$ cat src/rtl/btrb_pkg.sv
`default_nettype none

package btrb_pkg;

    localparam logic [31:0] COUNT_MAX = 32'hFFFF_FFFF;

    // Cause classes
    localparam logic [3:0] CAUSE_NONE    = 4'd0;
    localparam logic [3:0] CAUSE_TRAP    = 4'd1;
    localparam logic [3:0] CAUSE_INT     = 4'd2;
    localparam logic [3:0] CAUSE_RESET   = 4'd3;
    localparam logic [3:0] CAUSE_NMI     = 4'd4;
    localparam logic [3:0] CAUSE_ADTRAP  = 4'd5;
    localparam logic [3:0] CAUSE_ILLEGAL = 4'd6;
    localparam logic [3:0] CAUSE_ZDIV    = 4'd7;
    localparam logic [3:0] CAUSE_FIV     = 4'd8;
    localparam logic [3:0] CAUSE_FZD     = 4'd9;
    localparam logic [3:0] CAUSE_FOV     = 4'd10;
    localparam logic [3:0] CAUSE_FUD     = 4'd11;
    localparam logic [3:0] CAUSE_FPR     = 4'd12;
    localparam logic [3:0] CAUSE_FRO     = 4'd13;
    localparam logic [3:0] CAUSE_OTHER   = 4'd14;

    // Input mode codes
    localparam logic MODE_RECORD = 1'b0;
    localparam logic MODE_DUMP   = 1'b1;

    typedef struct packed {
        logic        mode;
        logic [31:0] from_addr;
        logic [31:0] to_addr;
        logic [15:0] exception_code;
    } in_req_t;

    typedef struct packed {
        logic [31:0] entry_from;
        logic [31:0] entry_to;
        logic [15:0] entry_code;
        logic [31:0] repeat_count;
        logic [3:0]  cause_class;
        logic [3:0]  int_level;
        logic        last;
    } out_req_t;

    // One trace entry as held by a cell
    typedef struct packed {
        logic        valid;
        logic [31:0] from_addr;
        logic [31:0] to_addr;
        logic [15:0] code;
        logic [31:0] count;
    } cell_t;

    typedef struct packed {
        logic clear;
        logic shift;
        logic inc;
    } cell_ctrl_t;

    function automatic logic [3:0] cause_of(input logic [15:0] code);
        logic [3:0] cls;
        cls = CAUSE_OTHER;
        if (code inside {[16'hFFA0:16'hFFBF]})
            cls = CAUSE_TRAP;
        else if (code inside {[16'hFE00:16'hFEFF]})
            cls = CAUSE_INT;
        else
        begin
            case (code)
                16'h0000: cls = CAUSE_NONE;
                16'hFFF0: cls = CAUSE_RESET;
                16'hFFD0: cls = CAUSE_NMI;
                16'hFFC0: cls = CAUSE_ADTRAP;
                16'hFF90: cls = CAUSE_ILLEGAL;
                16'hFF80: cls = CAUSE_ZDIV;
                16'hFF70: cls = CAUSE_FIV;
                16'hFF68: cls = CAUSE_FZD;
                16'hFF64: cls = CAUSE_FOV;
                16'hFF62: cls = CAUSE_FUD;
                16'hFF61: cls = CAUSE_FPR;
                16'hFF60: cls = CAUSE_FRO;
                default:  cls = CAUSE_OTHER;
            endcase
        end
        return cls;
    endfunction

endpackage

`default_nettype wire

$ cat src/rtl/btrb_cell.sv
`default_nettype none

module btrb_cell (
    input  wire logic                clk,
    input  wire logic                rst_n,
    input  wire btrb_pkg::cell_ctrl_t ctrl,
    input  wire btrb_pkg::cell_t      d,
    output btrb_pkg::cell_t           q
);
    import btrb_pkg::*;

    logic        valid_reg;
    logic [31:0] from_reg;
    logic [31:0] to_reg;
    logic [15:0] code_reg;
    logic [31:0] count_reg;

    // valid: clear wins, shift takes the neighbor's bit
    always_ff @(posedge clk or negedge rst_n)
    begin
        if (!rst_n)
            valid_reg <= 1'b0;
        else if (ctrl.clear)
            valid_reg <= 1'b0;
        else if (ctrl.shift)
            valid_reg <= d.valid;
    end

    always_ff @(posedge clk)
    begin
        if (!ctrl.clear && ctrl.shift)
        begin
            from_reg  <= d.from_addr;
            to_reg    <= d.to_addr;
            code_reg  <= d.code;
            count_reg <= d.count;
        end
        else if (!ctrl.clear && ctrl.inc)
            count_reg <= count_reg + 32'd1;
    end

    assign q = '{valid: valid_reg, from_addr: from_reg, to_addr: to_reg,
                 code: code_reg, count: count_reg};

endmodule

`default_nettype wire

$ cat src/rtl/branch_trace_ring_buffer_top.sv
`default_nettype none

// Branch trace ring: DEPTH cells in a row, cell 0 the newest entry, the far
// cell the oldest. A record request that matches the newest valid entry (and
// whose count is not saturated) bumps cell 0's count; any other record
// request shifts the whole row by one and enters a new entry with count 1 at
// cell 0, dropping the oldest. Records are taken one per cycle while no dump
// is in progress and are ignored while trace_enable is 0. A dump request
// rotates the row through all DEPTH positions, one per cycle while the output
// is not stalled, emitting each valid entry as it passes the oldest cell, so
// entries come out oldest first and the row ends where it started. A dump
// holds the input stalled until its rotation ends; an empty trace dumps with
// no output. Writing 0 to trace_enable clears every valid bit; writing 1
// keeps entries. Reset leaves the trace empty at once, no clearing pass.

module branch_trace_ring_buffer_top #(
    parameter int DEPTH = 24
) (
    input  wire logic              clk,
    input  wire logic              rst_n,
    input  wire logic              cfg_we,
    input  wire logic              cfg_data,
    input  wire logic              in_valid,
    output logic                   in_stall,
    input  wire btrb_pkg::in_req_t in_data,
    output logic                   out_valid,
    input  wire logic              out_stall,
    output btrb_pkg::out_req_t     out_data
);
    import btrb_pkg::*;

    localparam int SW = $clog2(DEPTH);
    localparam logic [SW-1:0] STEP_LAST = SW'(DEPTH - 1);

    localparam logic ST_IDLE = 1'b0;
    localparam logic ST_DUMP = 1'b1;

    logic          state_reg, state_next;
    logic [SW-1:0] step_reg, step_next;
    logic          enable_reg;
    logic          out_valid_reg, out_valid_next;
    out_req_t      out_data_reg;

    cell_t      cell_q [DEPTH];
    cell_t      cell_d [DEPTH];
    cell_ctrl_t cell_ctrl [DEPTH];

    logic  in_acc, rec, dump_start, step, match, out_free, emit;
    cell_t new_entry, tap;
    logic [3:0] tap_cls;

    assign tap = cell_q[DEPTH-1];   // oldest cell is the dump tap

    assign in_stall   = (state_reg == ST_DUMP);
    assign in_acc     = in_valid && !in_stall;
    assign rec        = in_acc && (in_data.mode == MODE_RECORD) && enable_reg;
    assign dump_start = in_acc && (in_data.mode == MODE_DUMP);
    assign out_free   = !out_valid_reg || !out_stall;
    assign step       = (state_reg == ST_DUMP) && out_free;
    assign emit       = step && tap.valid;

    // fold into newest entry?
    assign match = cell_q[0].valid
                && (cell_q[0].from_addr == in_data.from_addr)
                && (cell_q[0].to_addr == in_data.to_addr)
                && (cell_q[0].code == in_data.exception_code)
                && (cell_q[0].count != COUNT_MAX);

    assign new_entry = '{valid: 1'b1, from_addr: in_data.from_addr,
                         to_addr: in_data.to_addr, code: in_data.exception_code,
                         count: 32'd1};

    // Cell row: during a dump the row rotates, the oldest wrapping to cell 0
    for (genvar i = 0; i < DEPTH; i++)
    begin : g_cell
        if (i == 0)
        begin : g_head
            assign cell_d[i] = step ? tap : new_entry;
        end
        else
        begin : g_body
            assign cell_d[i] = cell_q[i-1];
        end

        assign cell_ctrl[i] = '{clear: cfg_we && !cfg_data,
                                shift: (rec && !match) || step,
                                inc:   (i == 0) && rec && match};

        btrb_cell u_cell (
            .clk  (clk),
            .rst_n(rst_n),
            .ctrl (cell_ctrl[i]),
            .d    (cell_d[i]),
            .q    (cell_q[i])
        );
    end

    // Dump sequencer
    always_comb
    begin
        state_next = state_reg;
        step_next  = step_reg;
        case (state_reg)
            ST_IDLE:
            begin
                if (dump_start)
                begin
                    state_next = ST_DUMP;
                    step_next  = '0;
                end
            end
            ST_DUMP:
            begin
                if (step)
                begin
                    step_next = step_reg + SW'(1);
                    if (step_reg == STEP_LAST)
                        state_next = ST_IDLE;
                end
            end
            default: state_next = ST_IDLE;
        endcase
    end

    always_comb
    begin
        out_valid_next = out_valid_reg;
        if (emit)
            out_valid_next = 1'b1;
        else if (!out_stall)
            out_valid_next = 1'b0;
    end

    always_ff @(posedge clk or negedge rst_n)
    begin
        if (!rst_n)
        begin
            state_reg     <= ST_IDLE;
            step_reg      <= '0;
            enable_reg    <= 1'b0;
            out_valid_reg <= 1'b0;
        end
        else
        begin
            state_reg     <= state_next;
            step_reg      <= step_next;
            out_valid_reg <= out_valid_next;
            if (cfg_we)
                enable_reg <= cfg_data;
        end
    end

    assign tap_cls = cause_of(tap.code);

    // Output register; newest entry passes the tap on the final step
    always_ff @(posedge clk)
    begin
        if (emit)
        begin
            out_data_reg.entry_from   <= tap.from_addr;
            out_data_reg.entry_to     <= tap.to_addr;
            out_data_reg.entry_code   <= tap.code;
            out_data_reg.repeat_count <= tap.count;
            out_data_reg.cause_class  <= tap_cls;
            out_data_reg.int_level    <= (tap_cls == CAUSE_INT) ? tap.code[7:4] : 4'd0;
            out_data_reg.last         <= (step_reg == STEP_LAST);
        end
    end

    assign out_valid = out_valid_reg;
    assign out_data  = out_data_reg;

endmodule

`default_nettype wire

$ cat config.mk
export PLATFORM = sky130hd
export DESIGN_NAME = branch_trace_ring_buffer_top
export DESIGN_NICKNAME = d
export VERILOG_FILES = /design/src/rtl/btrb_pkg.sv /design/src/rtl/btrb_cell.sv /design/src/rtl/branch_trace_ring_buffer_top.sv
export SDC_FILE = /design/constraint.sdc
export NUM_CORES = 2
export LEC_CHECK = 0
export BUFFER_PORTS_ARGS = -buffer_cell sky130_fd_sc_hd__buf_2
export CAP_MARGIN = 30
export CORE_MARGIN = 1
export CORE_UTILIZATION = 40
export CTS_BUF_LIST = sky130_fd_sc_hd__clkbuf_4 sky130_fd_sc_hd__clkbuf_8
export DETAILED_ROUTE_END_ITERATION = 7
export PLACE_DENSITY = 0.61
export SLEW_MARGIN = 10
export SYNTH_ARGS = -nofsm -noshare
export SYNTH_HDL_FRONTEND = slang
export SYNTH_HIERARCHICAL = 1
export SYNTH_SLANG_ARGS = --single-unit
$ cat constraint.sdc
create_clock -name clk -period 17.8 [get_ports clk]
set_clock_uncertainty 0.1 [all_clocks]
set_input_delay 3.56 -clock clk [delete_from_list [all_inputs] [get_ports clk]]
set_output_delay 3.56 -clock clk [all_outputs]
set_load 0.05 [all_outputs]
# ---- Yosys cells after proc, flatten, opt, wreduce, memory -nomap -nowiden
# Cells that the tools add are included.
dict set report totals {
  regBits 2841
  out_inout_bits 123
  elab_cells 251
}
dict set report classes {
  addsub 2
  order_cmp 4
  n_eq_ne 20
  mux 63
  n_bitwise 2
  reduce_logical 29
}
# op count
set op_table {}
lappend op_table {{16-bit == test (second input constant)} 11}
lappend op_table {{113-bit two-way mux} 1}
lappend op_table {{32-bit == test} 2}
lappend op_table {{32-bit two-way mux} 2}
lappend op_table {{1-bit two-way mux} 53}
lappend op_table {{4-bit one-hot mux with 12 select lines} 1}
lappend op_table {{32-bit by 1-bit adder with 32-bit output (second input constant)} 1}
lappend op_table {{16-bit >= comparator (second input constant)} 2}
lappend op_table {{16-bit less-or-equal comparator (second input constant)} 2}
lappend op_table {{32-bit != test (second input constant)} 1}
lappend op_table {{1-bit logical AND} 17}
lappend op_table {{16-bit == test} 1}
lappend op_table {{16-bit zero test} 1}
lappend op_table {{5-bit two-way mux} 2}
lappend op_table {{5-bit one-hot mux with 2 select lines} 1}
lappend op_table {{4-bit two-way mux} 2}
lappend op_table {{1-bit zero test} 6}
lappend op_table {{5-bit by 1-bit adder with 5-bit output (second input constant)} 1}
lappend op_table {{5-bit == test (second input constant)} 1}
lappend op_table {{4-bit by 2-bit == test with 1-bit output (second input constant)} 1}
lappend op_table {{2-bit by 1-bit != test with 1-bit output (second input constant)} 2}
lappend op_table {{2-bit nonzero test} 2}
lappend op_table {{1-bit logical OR} 2}
lappend op_table {{2-bit != test (second input constant)} 1}
lappend op_table {{3 further kinds} 4}

# ---- Logic depth before layout (Yosys ltp)
dict set report depth {
  word_depth 10
  ltp_mapped 12
  mapped_depth_nobuf 11
}

# ---- Modules after synthesis
# Netlist, hierarchy kept.
# mod instances cells_per_inst area_per_inst_um2
set modules_own_cells {}
lappend modules_own_cells {{btrb_cell at g_cell[0].u_cell ...} 23 292 4493.1}
lappend modules_own_cells {branch_trace_ring_buffer_top 1 643 6557.5}
lappend modules_own_cells {{btrb_cell at g_cell[9].u_cell} 1 301 4491.8}

# ---- Worst setup path after synthesis
# No wires, ideal clock.
dict set report synth_path {
  path_kind {input to register}
  from {input port in_data[1] (netlist name)}
  to {register g_cell[0].u_cell.code_reg[0] (enable)}
  setup_ns 0.475
  arrival_time_ns 12.133
  required_time_ns 17.225
  setup_slack_ns 5.091
  stages 9
  path_cell_list {xor2_1 -> a221o_1 -> nor4_1 -> nand4_1 -> nor4_1 -> o21ai_0 -> nand2b_1 -> inv_1 -> clkbuf_1}
}
# item line
set synth_rtl {}
lappend synth_rtl {{from (decl)} branch_trace_ring_buffer_top.sv:25} ;# input wire btrb_pkg::in_req_t in_data,
lappend synth_rtl {{to (signal assigned)} btrb_cell.sv:35} ;# code_reg <= d.code;
lappend synth_rtl {{to (decl)} btrb_cell.sv:15} ;# logic [15:0] code_reg;

==> flow_metrics.py <==
metrics = {
    "pwr": {
        "power_frac_seq_pct": 59.8,
        "power.leakage_nw": 43.0,
        "total_power_mw": 23.6,
        "p_switching_mw": 7.72,
        "internal_power_mw": 15.9,
        "power_frac_comb_pct": 17.6,
        "power.share.switching_pct": 32.7,
        "clkPwrFrac_pct": 22.6,
        "peakVddDrop_mv": 0.0941,
        "p_per_area_nw_per_um2": 186,
    },
    "route": {
        "via_per_inst": 5.50,
        "via_count": 66850,
        "routed_wl_um": 255000,
        "first_pass_iters": 6,
        "drc_errors": 0,
        "ant_nets": 0,
        "wl_per_cell_um": 21.0,
        "drt_iter0_markers": 6770,
    },
    "timing": {
        "tightest_slew_ps": 1040,
        "slew_headroom_pct": 30.4,
        "setup_viol_count_final": 0,
        "final_max_slew_viol_count": 0,
        "fin_tns_setup_ps": 0,
        "period_share_pct": 46.7,
        "hold_viol_final": 0,
        "fmax_mhz": 120,
        "rsz0062_at_grt": "false",
        "min_period_ps": 8320,
    },
    "run": {
        "max_cap_violations": 0,
    },
    "place": {
        "portBuffers": 209,
        "gp_congestion": 0.861,
        "hpwl_um": 163000,
    },
    "global_route": {
        "grt_usage_pct": 17.3,
        "grt_pass1_vias": 64589,
        "grt_max_degree": 67,
        "antenna_found_initial": 8,
        "grt_pass1_wl_um": 388000,
        "grt_overflow": 0,
    },
    "floorplan": {
        "dieArea_um2": 288000,
        "die_width_um": 537,
        "die_h_um": 537,
        "ios": 210,
        "std_cell_rows": 195,
        "core_um2": 283000,
        "start_util_pct": 40.4,
    },
    "finish": {
        "fillers": 24741,
        "layout_commonest_cell": "edfxtp_1",
        "syn_to_final_growth_pct": 11.1,
        "drive_gt1_share_pct": 14.6,
        "multi_input_area_um2": 26600,
        "final_net_count": 8147,
        "regArea_um2": 85200,
        "utilization_pct": 44.9,
        "final_cell_mix": "2,809 x edfxtp_1, 838 x nand2_1, 513 x nor2_1, 448 x clkbuf_8, 425 x a31oi_1",
    },
    "synthesis": {
        "yosys_register_bits": 2841,
        "ys_async_sr_fraction_pct": 1.13,
        "syn-mean-instance-area_um2": 14.9,
        "ys_seq_area_share_pct": 74.4,
        "syn_inst": 7660,
        "yosysTopAreaCellShare_pct": 73.7,
        "ys.warnings.count": 6,
        "synth_enable_flop_cells": 2809,
        "ys_dominant_reg_cell": "edfxtp_1",
        "synth_top_area_cell": "edfxtp_1",
        "ys_top_cells_by_area": "edfxtp_1 74%, nand2_1 2.8%, a31oi_1 2.3%",
        "yosysUniqueCellTypes": 71,
        "netlist_area_um2": 114000,
    },
    "clock_network": {
        "clkLatencyLatePin_ps": 1030,
        "htree_levels": 5,
        "postCtsResizedCells": 0,
        "cts_tree": "done",
        "cts_buffer_depth": 4,
        "clk_pin_slew_ps": 60,
        "ctsHoldBuffers": 0,
        "cts_sinks": 2841,
        "numCtsBuffers": 440,
        "cts_setup_buffers": 0,
        "clockRootBuffer": "clkbuf_8",
    },
    "worst_setup_path": {
        "worstPathArrival_ps": 8930,
        "endpoint_kind": "flop",
        "required_ps": 18410,
        "crit_path_frequent_cell": "buf_4",
        "critical-path-slowest-cell": "nor4_2",
        "path_max_fanout": 56,
        "criticalPathCategory": "primary input to flop",
        "crit_family": "simple AND/OR/NAND/NOR gates",
        "cp_num_buf_inv": 7,
        "worstSetupStartpointType": "primary input",
        "timing.critical_path.cells": "buf_2 > xnor2_1 > nand4_1 > nor4_2 > buf_4 > nand4_1 > nor4_2 > buf_4 > o21ai_4 > buf_4 > nand2b_1 > buf_4 > inv_4 > buf_4 > nand2_1 > o21ai_0",
        "cpPeakStageDelay_ps": 830,
    },
    "worst_hold_path": {
        "hold_class": "flop to flop",
    },
    "run_status": {
        "status": "completed",
    },
}
## stage by stage
stage	hold slack (ps)	worst slack [ps]	std cells	cell area, um2
finish	269	9480	12147	127000
CTS	273	9190	12139	127000
floorplan	300	5090	7682	114000
detailed placement	305	8100	11335	119000
global route	280	9340	12143	127000
global placement	300	8100	11335	119000
## final cells by class
cell class / count / share of cell area [%]
diodes: 7 / 0.0138
clock buffers: 591 / 5.70
clock inverters: 213 / 1.01
inverters: 96 / 0.335
multi-input cells: 4359 / 20.9
flip-flops and latches: 2841 / 67.0
well taps: 3743 / 3.68
repair buffers: 297 / 1.35
## cell families after synthesis
kind of cell             count (synthesis)  synth area share (%)
AND/OR/NAND/NOR                       2713                  13.2
flip-flops                            2841                  74.4
multiplexers                            26                 0.229
other                                    1               0.00328
buffers and inverters                  482                  2.49
AO/OA/AOI/OAI                         1217                  6.61
adder cells (fa/ha/maj)                 26                 0.282
XOR/XNOR                               354                  2.71
## layer usage
layer  global-route usage [%]  share of wire [%]  vias up  routed length [um]
li1                         -                  -    30754                   -
met1                     24.4                 45    33471              114000
met2                     27.4                 47     2221              119000
met3                     2.59                5.7      404               14600
met4                     5.51                2.6        0                6740
met5                        0                  0        -                   0
## cell usage after synthesis (25+ instances only)
cell and n:
nand4_1 222, clkbuf_1 186, dfrtp_1 32, and4_4 46
buf_2 28, o21ai_1 184, nand3_1 202, edfxtp_1 2809
and3_1 126, or4_1 328, xnor2_1 80, nor2_1 537
xor2_1 274, o21ai_0 219, a31oi_1 425, ha_1 25
or3_1 94, buf_4 70, nand2_1 839, o31ai_1 328
mux2i_1 25, a21oi_1 28, buf_6 94, nand2b_1 27
inv_1 95, and4_1 95
## final timing paths
check	slack (ps)	end	startpoint	cells past startpoint
worst max-delay path	9480	g_cell[17].u_cell/count_reg[3]$_DFFE_PP_	in_data[61]	16
worst min-delay path	270	g_cell[17].u_cell/from_reg[4]$_DFFE_PP_	g_cell[16].u_cell/from_reg[4]$_DFFE_PP_	0
worst max register to register	11750	g_cell[17].u_cell/count_reg[3]$_DFFE_PP_	g_cell[0].u_cell/from_reg[13]$_DFFE_PP_	15
worst min register to register	270	g_cell[17].u_cell/from_reg[4]$_DFFE_PP_	g_cell[16].u_cell/from_reg[4]$_DFFE_PP_	0
max in group asynchronous	14470	g_cell[14].u_cell/valid_reg$_DFFE_PN0P_	rst_n	1
min in group asynchronous	2590	step_reg[4]$_DFFE_PN0P_	rst_n	1
## power groups by stage
stage	clock [mW]	combinational (mW)	sequential, mW
after CTS	5.47	4.16	14.1
after global placement	0	4.01	14.1
final	5.33	4.14	14.1
after global routing	5.75	4.61	14.5
after detailed placement	0	4.14	14.2
after floorplan	0	3.22	13.1
No activity file was read; power rests on OpenSTA's default activity.
